[src/hdl/olst_pkg.sv]
// ----------------------------------------------------------------------------
// olst_pkg: shared definitions for the ordered list store
// Sizes, operation and status codes, and the command and status bundles
// that pass between the controller and the datapath.
// ----------------------------------------------------------------------------
`default_nettype none

package olst_pkg;

  localparam int CAPACITY    = 32;
  localparam int VALUE_WIDTH = 32;
  localparam int SLOT_W      = $clog2(CAPACITY);
  localparam int CNT_W       = $clog2(CAPACITY + 1);
  localparam int OP_W        = 2;
  localparam int ST_W        = 2;

  typedef enum logic [OP_W-1:0] {
    OP_PUSH_FRONT = 2'd0,
    OP_PUSH_BACK  = 2'd1,
    OP_REMOVE     = 2'd2,
    OP_DUMP       = 2'd3
  } op_e;

  typedef enum logic [ST_W-1:0] {
    ST_OK        = 2'd0,
    ST_FULL      = 2'd1,
    ST_NOT_FOUND = 2'd2,
    ST_EMPTY     = 2'd3
  } st_e;

  // Commands from the controller to the datapath.
  typedef struct packed {
    logic load;         // capture the accepted word
    logic push;         // link a new entry at the front or back
    logic walk_first;   // read the head entry, clear the walk index
    logic walk_step;    // read the entry after the current one
    logic unlink;       // remove the current entry from the list
    logic set_status;   // record the status of a single result
    st_e  status;
    logic emit_entry;   // load the output register with the current entry
    logic emit_result;  // load the output register with the recorded status
  } cmd_t;

  // Status from the datapath to the controller.
  typedef struct packed {
    op_e  op;
    logic empty;
    logic full;
    logic match;
    logic at_last;
    logic out_free;
  } sts_t;

endpackage

`default_nettype wire

[src/hdl/olst_in_if.sv]
// ----------------------------------------------------------------------------
// olst_in_if: request channel of the ordered list store
// Carries one operation and its value under a valid/ready handshake.
// ----------------------------------------------------------------------------
`default_nettype none

interface olst_in_if;

  logic                                   valid;
  logic                                   ready;
  logic [olst_pkg::OP_W-1:0]              operation;
  logic signed [olst_pkg::VALUE_WIDTH-1:0] value;

  modport source (output valid, output operation, output value, input ready);
  modport sink   (input valid, input operation, input value, output ready);

endinterface

`default_nettype wire

[src/hdl/olst_out_if.sv]
// ----------------------------------------------------------------------------
// olst_out_if: response channel of the ordered list store
// Carries one result word under a valid/ready handshake.
// ----------------------------------------------------------------------------
`default_nettype none

interface olst_out_if;

  logic                                   valid;
  logic                                   ready;
  logic signed [olst_pkg::VALUE_WIDTH-1:0] value_res;
  logic [olst_pkg::ST_W-1:0]              status;
  logic                                   last;
  logic [olst_pkg::CNT_W-1:0]             count;

  modport source (output valid, output value_res, output status, output last,
                  output count, input ready);
  modport sink   (input valid, input value_res, input status, input last,
                  input count, output ready);

endinterface

`default_nettype wire

[src/hdl/olst_ctrl.sv]
// ----------------------------------------------------------------------------
// olst_ctrl: controller of the ordered list store
// Sequences the datapath through push, list walks and result delivery.
// ----------------------------------------------------------------------------
`default_nettype none

module olst_ctrl (
  input  wire logic           clk_i,
  input  wire logic           rst_ni,
  input  wire logic           req_valid_i,
  output logic                req_ready_o,
  input  wire olst_pkg::sts_t sts_i,
  output olst_pkg::cmd_t      cmd_o
);
  import olst_pkg::*;

  localparam logic [1:0] S_IDLE   = 2'd0;
  localparam logic [1:0] S_START  = 2'd1;
  localparam logic [1:0] S_WALK   = 2'd2;
  localparam logic [1:0] S_RESULT = 2'd3;

  logic [1:0] state_q, state_d;

  assign req_ready_o = (state_q == S_IDLE);

  always_comb begin
    cmd_o   = '0;
    state_d = state_q;
    case (state_q)
      S_IDLE: begin
        if (req_valid_i) begin
          cmd_o.load = 1'b1;
          state_d    = S_START;
        end
      end
      S_START: begin
        case (sts_i.op)
          OP_PUSH_FRONT, OP_PUSH_BACK: begin
            cmd_o.set_status = 1'b1;
            if (sts_i.full) begin
              cmd_o.status = ST_FULL;
            end else begin
              cmd_o.push   = 1'b1;
              cmd_o.status = ST_OK;
            end
            state_d = S_RESULT;
          end
          OP_REMOVE: begin
            if (sts_i.empty) begin
              cmd_o.set_status = 1'b1;
              cmd_o.status     = ST_NOT_FOUND;
              state_d          = S_RESULT;
            end else begin
              cmd_o.walk_first = 1'b1;
              state_d          = S_WALK;
            end
          end
          default: begin
            if (sts_i.empty) begin
              cmd_o.set_status = 1'b1;
              cmd_o.status     = ST_EMPTY;
              state_d          = S_RESULT;
            end else begin
              cmd_o.walk_first = 1'b1;
              state_d          = S_WALK;
            end
          end
        endcase
      end
      S_WALK: begin
        if (sts_i.op == OP_REMOVE) begin
          if (sts_i.match) begin
            cmd_o.unlink     = 1'b1;
            cmd_o.set_status = 1'b1;
            cmd_o.status     = ST_OK;
            state_d          = S_RESULT;
          end else if (sts_i.at_last) begin
            cmd_o.set_status = 1'b1;
            cmd_o.status     = ST_NOT_FOUND;
            state_d          = S_RESULT;
          end else begin
            cmd_o.walk_step = 1'b1;
          end
        end else if (sts_i.out_free) begin
          cmd_o.emit_entry = 1'b1;
          if (sts_i.at_last) begin
            state_d = S_IDLE;
          end else begin
            cmd_o.walk_step = 1'b1;
          end
        end
      end
      S_RESULT: begin
        if (sts_i.out_free) begin
          cmd_o.emit_result = 1'b1;
          state_d           = S_IDLE;
        end
      end
      default: begin
        state_d = S_IDLE;
      end
    endcase
  end

  always_ff @(posedge clk_i or negedge rst_ni) begin
    if (!rst_ni) begin
      state_q <= S_IDLE;
    end else begin
      state_q <= state_d;
    end
  end

endmodule

`default_nettype wire

[src/hdl/olst_dpath.sv]
// ----------------------------------------------------------------------------
// olst_dpath: datapath of the ordered list store
// Slot memories with links, head/tail/count/free map, walk cursor and the
// output register.
// ----------------------------------------------------------------------------
`default_nettype none

module olst_dpath (
  input  wire logic                                    clk_i,
  input  wire logic                                    rst_ni,
  input  wire olst_pkg::cmd_t                          cmd_i,
  output olst_pkg::sts_t                               sts_o,
  input  wire logic [olst_pkg::OP_W-1:0]               req_operation_i,
  input  wire logic signed [olst_pkg::VALUE_WIDTH-1:0] req_value_i,
  input  wire logic                                    rsp_ready_i,
  output logic                                         rsp_valid_o,
  output logic signed [olst_pkg::VALUE_WIDTH-1:0]      rsp_value_res_o,
  output logic [olst_pkg::ST_W-1:0]                    rsp_status_o,
  output logic                                         rsp_last_o,
  output logic [olst_pkg::CNT_W-1:0]                   rsp_count_o
);
  import olst_pkg::*;

  // Slot memories, undefined until written.
  logic [VALUE_WIDTH-1:0] mem_val  [CAPACITY];
  logic [SLOT_W-1:0]      mem_next [CAPACITY];
  logic [SLOT_W-1:0]      mem_prev [CAPACITY];

  // List bookkeeping.
  logic [SLOT_W-1:0]   head_q, head_d;
  logic [SLOT_W-1:0]   tail_q, tail_d;
  logic [CNT_W-1:0]    count_q, count_d;
  logic [CAPACITY-1:0] free_q, free_d;

  // Captured word and result status.
  op_e                    op_q;
  logic [VALUE_WIDTH-1:0] value_q;
  st_e                    res_st_q;

  // Walk cursor: slot read last, its registered contents, and its position.
  logic [SLOT_W-1:0]      cur_q;
  logic [VALUE_WIDTH-1:0] rd_val_q;
  logic [SLOT_W-1:0]      rd_next_q;
  logic [SLOT_W-1:0]      rd_prev_q;
  logic [CNT_W-1:0]       idx_q;

  // Output register.
  logic                   out_valid_q;
  logic [VALUE_WIDTH-1:0] out_value_q;
  st_e                    out_status_q;
  logic                   out_last_q;
  logic [CNT_W-1:0]       out_count_q;

  logic                   rd_en;
  logic [SLOT_W-1:0]      rd_addr;
  logic [SLOT_W-1:0]      new_slot;
  logic                   at_first;
  logic                   at_last;
  logic                   out_free;

  logic                   val_we;
  logic                   next_we;
  logic [SLOT_W-1:0]      next_waddr;
  logic [SLOT_W-1:0]      next_wdata;
  logic                   prev_we;
  logic [SLOT_W-1:0]      prev_waddr;
  logic [SLOT_W-1:0]      prev_wdata;

  // Lowest free slot.
  always_comb begin
    new_slot = '0;
    for (int i = CAPACITY - 1; i >= 0; i--) begin
      if (free_q[i]) begin
        new_slot = SLOT_W'(i);
      end
    end
  end

  assign rd_en    = cmd_i.walk_first | cmd_i.walk_step;
  assign rd_addr  = cmd_i.walk_first ? head_q : rd_next_q;
  assign at_first = (idx_q == '0);
  assign at_last  = (CNT_W'(idx_q + CNT_W'(1)) == count_q);
  assign out_free = !out_valid_q || rsp_ready_i;

  assign sts_o.op       = op_q;
  assign sts_o.empty    = (count_q == '0);
  assign sts_o.full     = (count_q == CNT_W'(CAPACITY));
  assign sts_o.match    = (rd_val_q == value_q);
  assign sts_o.at_last  = at_last;
  assign sts_o.out_free = out_free;

  // Link updates for push and unlink.
  always_comb begin
    head_d     = head_q;
    tail_d     = tail_q;
    count_d    = count_q;
    free_d     = free_q;
    val_we     = 1'b0;
    next_we    = 1'b0;
    next_waddr = new_slot;
    next_wdata = head_q;
    prev_we    = 1'b0;
    prev_waddr = head_q;
    prev_wdata = new_slot;
    if (cmd_i.push) begin
      val_we           = 1'b1;
      free_d[new_slot] = 1'b0;
      count_d          = CNT_W'(count_q + CNT_W'(1));
      if (count_q == '0) begin
        head_d = new_slot;
        tail_d = new_slot;
      end else if (op_q == OP_PUSH_FRONT) begin
        next_we    = 1'b1;
        next_waddr = new_slot;
        next_wdata = head_q;
        prev_we    = 1'b1;
        prev_waddr = head_q;
        prev_wdata = new_slot;
        head_d     = new_slot;
      end else begin
        prev_we    = 1'b1;
        prev_waddr = new_slot;
        prev_wdata = tail_q;
        next_we    = 1'b1;
        next_waddr = tail_q;
        next_wdata = new_slot;
        tail_d     = new_slot;
      end
    end else if (cmd_i.unlink) begin
      if (at_first) begin
        head_d = rd_next_q;
      end else begin
        next_we    = 1'b1;
        next_waddr = rd_prev_q;
        next_wdata = rd_next_q;
      end
      if (at_last) begin
        tail_d = rd_prev_q;
      end else begin
        prev_we    = 1'b1;
        prev_waddr = rd_next_q;
        prev_wdata = rd_prev_q;
      end
      free_d[cur_q] = 1'b1;
      count_d       = CNT_W'(count_q - CNT_W'(1));
      if (count_q == CNT_W'(1)) begin
        head_d = '0;
        tail_d = '0;
      end
    end
  end

  // Memories with registered read.
  always_ff @(posedge clk_i) begin
    if (val_we) begin
      mem_val[new_slot] <= value_q;
    end
    if (rd_en) begin
      rd_val_q <= mem_val[rd_addr];
    end
  end

  always_ff @(posedge clk_i) begin
    if (next_we) begin
      mem_next[next_waddr] <= next_wdata;
    end
    if (rd_en) begin
      rd_next_q <= mem_next[rd_addr];
    end
  end

  always_ff @(posedge clk_i) begin
    if (prev_we) begin
      mem_prev[prev_waddr] <= prev_wdata;
    end
    if (rd_en) begin
      rd_prev_q <= mem_prev[rd_addr];
    end
  end

  always_ff @(posedge clk_i or negedge rst_ni) begin
    if (!rst_ni) begin
      head_q  <= '0;
      tail_q  <= '0;
      count_q <= '0;
      free_q  <= '1;
    end else begin
      head_q  <= head_d;
      tail_q  <= tail_d;
      count_q <= count_d;
      free_q  <= free_d;
    end
  end

  // Payload registers.
  always_ff @(posedge clk_i) begin
    if (cmd_i.load) begin
      op_q    <= op_e'(req_operation_i);
      value_q <= req_value_i;
    end
    if (cmd_i.set_status) begin
      res_st_q <= cmd_i.status;
    end
    if (rd_en) begin
      cur_q <= rd_addr;
      idx_q <= cmd_i.walk_first ? '0 : CNT_W'(idx_q + CNT_W'(1));
    end
    if (cmd_i.emit_entry) begin
      out_value_q  <= rd_val_q;
      out_status_q <= ST_OK;
      out_last_q   <= at_last;
      out_count_q  <= count_q;
    end else if (cmd_i.emit_result) begin
      out_value_q  <= (res_st_q == ST_EMPTY) ? '0 : value_q;
      out_status_q <= res_st_q;
      out_last_q   <= 1'b1;
      out_count_q  <= count_q;
    end
  end

  always_ff @(posedge clk_i or negedge rst_ni) begin
    if (!rst_ni) begin
      out_valid_q <= 1'b0;
    end else if (cmd_i.emit_entry || cmd_i.emit_result) begin
      out_valid_q <= 1'b1;
    end else if (rsp_ready_i) begin
      out_valid_q <= 1'b0;
    end
  end

  assign rsp_valid_o     = out_valid_q;
  assign rsp_value_res_o = out_value_q;
  assign rsp_status_o    = out_status_q;
  assign rsp_last_o      = out_last_q;
  assign rsp_count_o     = out_count_q;

endmodule

`default_nettype wire

[src/hdl/ordered_list_store.sv]
// ----------------------------------------------------------------------------
// ordered_list_store: bounded doubly linked list of signed values
// Push at either end, remove the first matching entry, or dump the whole
// list from front to back, one operation per request word.
// ----------------------------------------------------------------------------
//
//  Channel  Dir  Words per item    Payload
//  req_i    in   1                 operation[1:0], value[31:0] signed
//  rsp_o    out  1 .. CAPACITY     value_res[31:0] signed, status[1:0],
//                                  last, count[5:0]
//
// One request is in work at a time; req_i.ready is high only while idle.
// Push: the links are updated in the start state, then the result is loaded
// into the output register once it is free. Remove: entries are compared
// one per cycle through the slot memories' read port until a match or the
// end of the list. Dump: one entry per cycle without back-pressure; an empty
// list gives one word. A stalled rsp_o holds the walk in place.
// Reset clears head, tail, count and the free map at once; no clearing pass.
// ----------------------------------------------------------------------------
`default_nettype none

module ordered_list_store (
  input  wire logic clk_i,
  input  wire logic rst_ni,
  olst_in_if.sink   req_i,
  olst_out_if.source rsp_o
);
  import olst_pkg::*;

  // Command and status bundles between the sequencer and the datapath.
  cmd_t cmd;
  sts_t sts;

  // The controller owns the request handshake and steps the datapath through
  // a push, a list walk for remove or dump, and the delivery of a result.
  olst_ctrl u_ctrl (
    .clk_i       (clk_i),
    .rst_ni      (rst_ni),
    .req_valid_i (req_i.valid),
    .req_ready_o (req_i.ready),
    .sts_i       (sts),
    .cmd_o       (cmd)
  );

  // The datapath holds the slot memories and links, and the output register
  // that decouples the response channel from the walk.
  olst_dpath u_dpath (
    .clk_i           (clk_i),
    .rst_ni          (rst_ni),
    .cmd_i           (cmd),
    .sts_o           (sts),
    .req_operation_i (req_i.operation),
    .req_value_i     (req_i.value),
    .rsp_ready_i     (rsp_o.ready),
    .rsp_valid_o     (rsp_o.valid),
    .rsp_value_res_o (rsp_o.value_res),
    .rsp_status_o    (rsp_o.status),
    .rsp_last_o      (rsp_o.last),
    .rsp_count_o     (rsp_o.count)
  );

endmodule

`default_nettype wire

[src/flat_wrapper.sv]
// flat-port wrapper written by rule: the top's interface ports become plain ports
module ordered_list_store_flat import olst_pkg::*;
  (clk_i, rst_ni, req_i_valid, req_i_operation, req_i_value, req_i_ready, rsp_o_valid, rsp_o_value_res, rsp_o_status, rsp_o_last, rsp_o_count, rsp_o_ready);
  olst_in_if req_i_i ();
  olst_out_if rsp_o_i ();
  input  wire logic clk_i;
  input  wire logic rst_ni;
  input wire logic [$bits(req_i_i.valid)-1:0] req_i_valid;
  input wire logic [$bits(req_i_i.operation)-1:0] req_i_operation;
  input wire logic [$bits(req_i_i.value)-1:0] req_i_value;
  output wire logic [$bits(req_i_i.ready)-1:0] req_i_ready;
  output wire logic [$bits(rsp_o_i.valid)-1:0] rsp_o_valid;
  output wire logic [$bits(rsp_o_i.value_res)-1:0] rsp_o_value_res;
  output wire logic [$bits(rsp_o_i.status)-1:0] rsp_o_status;
  output wire logic [$bits(rsp_o_i.last)-1:0] rsp_o_last;
  output wire logic [$bits(rsp_o_i.count)-1:0] rsp_o_count;
  input wire logic [$bits(rsp_o_i.ready)-1:0] rsp_o_ready;
  assign req_i_i.valid = req_i_valid;
  assign req_i_i.operation = req_i_operation;
  assign req_i_i.value = req_i_value;
  assign req_i_ready = req_i_i.ready;
  assign rsp_o_valid = rsp_o_i.valid;
  assign rsp_o_value_res = rsp_o_i.value_res;
  assign rsp_o_status = rsp_o_i.status;
  assign rsp_o_last = rsp_o_i.last;
  assign rsp_o_count = rsp_o_i.count;
  assign rsp_o_i.ready = rsp_o_ready;
  ordered_list_store u_core (.clk_i(clk_i), .rst_ni(rst_ni), .req_i(req_i_i), .rsp_o(rsp_o_i));
endmodule
[config.mk]
export PLATFORM = sky130hd
export DESIGN_NAME = ordered_list_store_flat
export DESIGN_NICKNAME = d
export VERILOG_FILES = /design/src/hdl/olst_pkg.sv /design/src/hdl/olst_in_if.sv /design/src/hdl/olst_out_if.sv /design/src/hdl/olst_ctrl.sv /design/src/hdl/olst_dpath.sv /design/src/hdl/ordered_list_store.sv /design/src/flat_wrapper.sv
export SDC_FILE = /design/constraint.sdc
export NUM_CORES = 2
export LEC_CHECK = 0
export BUFFER_PORTS_ARGS = -buffer_cell sky130_fd_sc_hd__buf_2
export CAP_MARGIN = 20
export CORE_ASPECT_RATIO = 1.1
export CORE_MARGIN = 4
export CORE_UTILIZATION = 40
export CTS_BUF_LIST = sky130_fd_sc_hd__clkbuf_4
export DETAILED_ROUTE_END_ITERATION = 16
export SETUP_SLACK_MARGIN = 0.3
export SYNTH_ARGS = -nofsm -noshare
export SYNTH_HDL_FRONTEND = slang
export SYNTH_HIERARCHICAL = 1
export SYNTH_SLANG_ARGS = --single-unit
[constraint.sdc]
create_clock -name clk_i -period 5.85 [get_ports clk_i]
set_input_delay 1.17 -clock clk_i [delete_from_list [all_inputs] [get_ports clk_i]]
set_output_delay 1.17 -clock clk_i [all_outputs]
set_load 0.01 [all_outputs]
==> results.txt <==
From bottom edge to top edge, the die measures 421.7 µm. The cell area that synthesis handed to floorplanning was 62230 µm². The post-layout total power was 36.66 mW; the share of power burned in the clock network was 23.1%. Leaving out fill and tap cells, the most frequent cell in the layout is sky130_fd_sc_hd__edfxtp_1. At the end of the flow, the number of nets in the layout was 5243. The top routing layer in use is met5. The tools report the post-route standard cell area excluding fillers as 70920 µm².

The top cell types in the final layout, fill and taps aside, are sky130_fd_sc_hd__edfxtp_1 (1472), sky130_fd_sc_hd__nand2_1 (1401), sky130_fd_sc_hd__nand3_1 (678). Cell count after placement: 6832. By area the synthesized netlist is led by sky130_fd_sc_hd__edfxtp_1 (71%), sky130_fd_sc_hd__nand2_1 (8.5%), sky130_fd_sc_hd__nand3_1 (5.5%). The cell count after synthesis came out at 4889.

Of all flip-flops after synthesis, the portion carrying an async set or reset was 3.344%. Wires add up to 181200 µm. The CTS root buffer was sky130_fd_sc_hd__clkbuf_4.

Counting flops and latches in the post-synthesis netlist gives 1525. Global-route total usage across every layer: 21.99%. Counting the fill cells in the layout gives 13900. Dividing total power by cell area gives a power density of 516.9 nW/µm². The routed design uses 15900 µm of met3 wire. The number of DRC markers in iteration 0 is 4444, and the x dimension of the die is 384.1 µm. Among all flip-flop cells after synthesis, the most frequent one is sky130_fd_sc_hd__edfxtp_1. Depth of the CTS H-tree: 5.

In this run the register-to-register setup slack is 0.53 ns. The switching portion of total power is 40.12%. Combinational logic burns 38.6% of the power. The tools report the via count of the routed design as 42390.

The length of routed met2 wiring was 85130 µm. The run gives 1525 as the number of sinks driven by the clock tree. In the final layout, the multi-input gates occupy 15670 µm².

TritonCTS built the clock tree. In this run the worst path has a maximum fanout of 34. The tool flagged a number of max-cap violations equal to 0. The floorplan step defined a die boundary enclosing 162000 µm². The buffer levels on the longest clock path is 4.

The average instance in the mapped netlist occupies 12.73 µm². The sum of net half-perimeters after detailed placement was 98590 µm. The net count after synthesis is 4939. The total overflow left after global routing is 0.

The number of search-and-repair iterations in the first detailed-routing pass was 6; the core area was 154400 µm². The finished layout holds 7518 standard cells, fillers aside. After detailed routing, the average wire length per cell comes to 24.11 µm. The part of the Yosys area used for sequential elements is 73.21%. Cell internal power was estimated by the tool at 21.95 mW.

The run finished with clean final reports. Once detail routing completed, the nets flagged for antenna violations numbered 0. The number of antenna violations at the first check in global routing came out at 14. Setup violations remaining at the end of the flow were counted as 0. The final sum of negative setup slack came out at 0 ns. The largest area contributor in the netlist is sky130_fd_sc_hd__edfxtp_1. In this run, synthesis inferred 1472 flip-flops with an integrated enable. Port buffering added 80 buffers. For the largest net degree at the start of global routing, the log shows 147. The net load switching power came out at 14.71 mW.

The clock arrives with 0.1533 ns of skew. The fraction of post-synthesis cell area in the top cell type by area was 71.03%; the met1 wire length was 74730 µm. The sequential cells in the finished layout cover a total of 45560 µm². At the worst endpoint, the required time is 6.72 ns. The worst path uses 91.01% of the clock period. Data on the critical path arrives at its endpoint at 6.19 ns. The logs give 0.6073 mV for the worst voltage drop across the vdd grid and 0 for the number of slew-limit violations in the final report. At the end of routability-driven placement, the weighted congestion stood at 0.8580. In this run, CTS created clock tree buffers numbering 386.

The number of placed I/O pins is 81, and the shortest period the worst path allows is 5.324 ns. The run gives 0.1878 GHz as the highest attainable clock frequency. For this run, design rule violations remaining after detail routing come to 0. The worst pin sits at a relative slew slack of 25.41%. The logs give 40.32% for the initial cell density of the core and 25.01 nW for the cell leakage power.

After detailed routing, the number of vias per cell comes to 5.639. The clock-pin slew of the registers on the worst-case setup and hold paths is 0.07 ns, and the number of warnings reported in the yosys synthesis log is 6. For the number of placement rows, the log shows 151. Placement-stage cell area: 65780 µm². The setup path with the least slack is of type flip-flop to flip-flop. The run gives 0 as the hold violation count in the final report. The global-route wire length before repair is 266800 µm, and the transition time at the pin with the least slew margin is 1.115 ns. The nature of the critical path endpoint is a flip-flop. Setup repair after global routing left no endpoint under its margin.

The min-delay analysis places its worst path in the category input port to flip-flop. The distinct cell type count after synthesis came out at 84. At the later pin of the worst-skew pair, clock insertion delay measures 1.33 ns. The relative contribution of sequential cells to total power was 38.3%; the area growth from synthesis to layout was 13.96%. The critical path startpoint category is a flip-flop. In the final layout, the share of cells above drive strength 1 is 16.87%. Number of global-route vias before repair: 41110.
[power by group through the flow]
stage          registers (mW)  clock network [mW]  logic (mW)
3_5_place_dp             14.4                   0        13.9
6_report                 14.0                8.48        14.2
2_1_floorplan            14.1                   0        8.90
4_1_cts                  14.1                8.70        13.9
3_3_place_gp             14.4                   0        13.7
5_1_grt                  14.1                9.32        15.4
[critical path, cell delays in order (launching register included)]
cell and delay [ns]:
sky130_fd_sc_hd__edfxtp_1 1.05, sky130_fd_sc_hd__xor2_1 0.18, sky130_fd_sc_hd__nor4_1 0.51, sky130_fd_sc_hd__nand4_1 0.21
sky130_fd_sc_hd__nor2_1 0.55, sky130_fd_sc_hd__buf_4 0.25, sky130_fd_sc_hd__and3_2 0.30, sky130_fd_sc_hd__o41a_1 0.37
sky130_fd_sc_hd__a21oi_1 0.12, sky130_fd_sc_hd__o21a_1 0.13, sky130_fd_sc_hd__or2_1 0.54, sky130_fd_sc_hd__nor3_1 0.72
[logic make-up after synthesis]
family | synth area share, %
AO/OA/AOI/OAI | 6.116
buffers and inverters | 2.208
flip-flops | 73.21
XOR/XNOR | 0.6695
multiplexers | 0.2674
AND/OR/NAND/NOR | 17.29
adder cells (fa/ha/maj) | 0.2413
[path summary, 6_finish.rpt]
path                                                       from                                        to  depth (start not counted)
max in group asynchronous                                rst_ni      u_core/u_dpath/tail_q[2]$_DFFE_PN0P_                          3
hold reg to reg            u_core/u_dpath/tail_q[2]$_DFFE_PN0P_      u_core/u_dpath/tail_q[2]$_DFFE_PN0P_                          2
min in group asynchronous                                rst_ni    u_core/u_dpath/rsp_valid_o$_DFFE_PN0P_                          3
hold / removal                                  req_i_value[26]      u_core/u_dpath/value_q[26]$_DFFE_PP_                          1
setup / recovery           u_core/u_dpath/value_q[11]$_DFFE_PP_  u_core/u_dpath/mem_next[21][2]$_DFFE_PP_                         11
setup reg to reg           u_core/u_dpath/value_q[11]$_DFFE_PP_  u_core/u_dpath/mem_next[21][2]$_DFFE_PP_                         11
[stage by stage]
stage / hold slack, ns / setup WS (ns) / util (%)
floorplan: 0.4196 / 0.9101 / -
global placement: 0.4634 / 0.4915 / 42.56
detailed placement: 0.4699 / 0.4749 / 42.62
CTS: 0.001639 / 0.3819 / 45.70
global route: 0.05781 / 0.3002 / 45.94
finish: 0.1536 / 0.5261 / 45.95
[layer usage]
layer | track usage [%] | up-vias
met5 | 0 | -
met4 | 8.456 | 4
met3 | 4.550 | 371
met2 | 34.42 | 2076
met1 | 30.21 | 21020
li1 | - | 18920
[synthesized netlist by cell type, drive strengths merged, types with 3 or more instances]
master   count
inv         23
or3          3
nand3      678
nor4        22
o21ai       28
buf         67
a31oi       46
nand2     1401
and3        91
a22o        33
a22oi        6
or4          8
a21o        45
edfxtp    1472
a211oi       6
o21a         5
o2bb2ai      4
dfstp       32
or2          8
a311oi     210
dfrtp       19
nor3        82
ha          12
mux2i       14
a21oi       75
nand3b       3
a221o        3
xor2        37
nor3b        7
o211ai       4
a21boi       3
clkbuf     262
xnor2        8
nand4        7
and2         6
nand2b      16
nor2b        8
nor2        99
[sequential cells by signal, indices dropped and copies added (netlist names), 32 cells and up]
name / count
u_core/u_dpath/rd_val_q: 32
u_core/u_dpath/rsp_value_res_o: 32
u_core/u_dpath/mem_prev: 160
u_core/u_dpath/value_q: 32
u_core/u_dpath/mem_next: 160
u_core/u_dpath/free_q: 32
u_core/u_dpath/mem_val: 1024
[final cells by class]
class | count | area share (%)
Tap cell | 2065 | 3.643
Antenna cell | 5 | 0.01764
Clock buffer | 544 | 5.758
Clock inverter | 99 | 0.6281
Multi-Input combinational cell | 3012 | 22.10
Sequential cell | 1525 | 64.24
Inverter | 23 | 0.1464
Timing Repair Buffer | 245 | 3.468
[timing repair]
action                                  in CTS  in global routing
endpoints found under the setup margin       0                199
setup buffers                                0                  2
endpoints found under the hold margin       40                  0
gates resized for setup                      0                  0
hold buffers                                22                  0
Power figures use the tool's default switching activity.
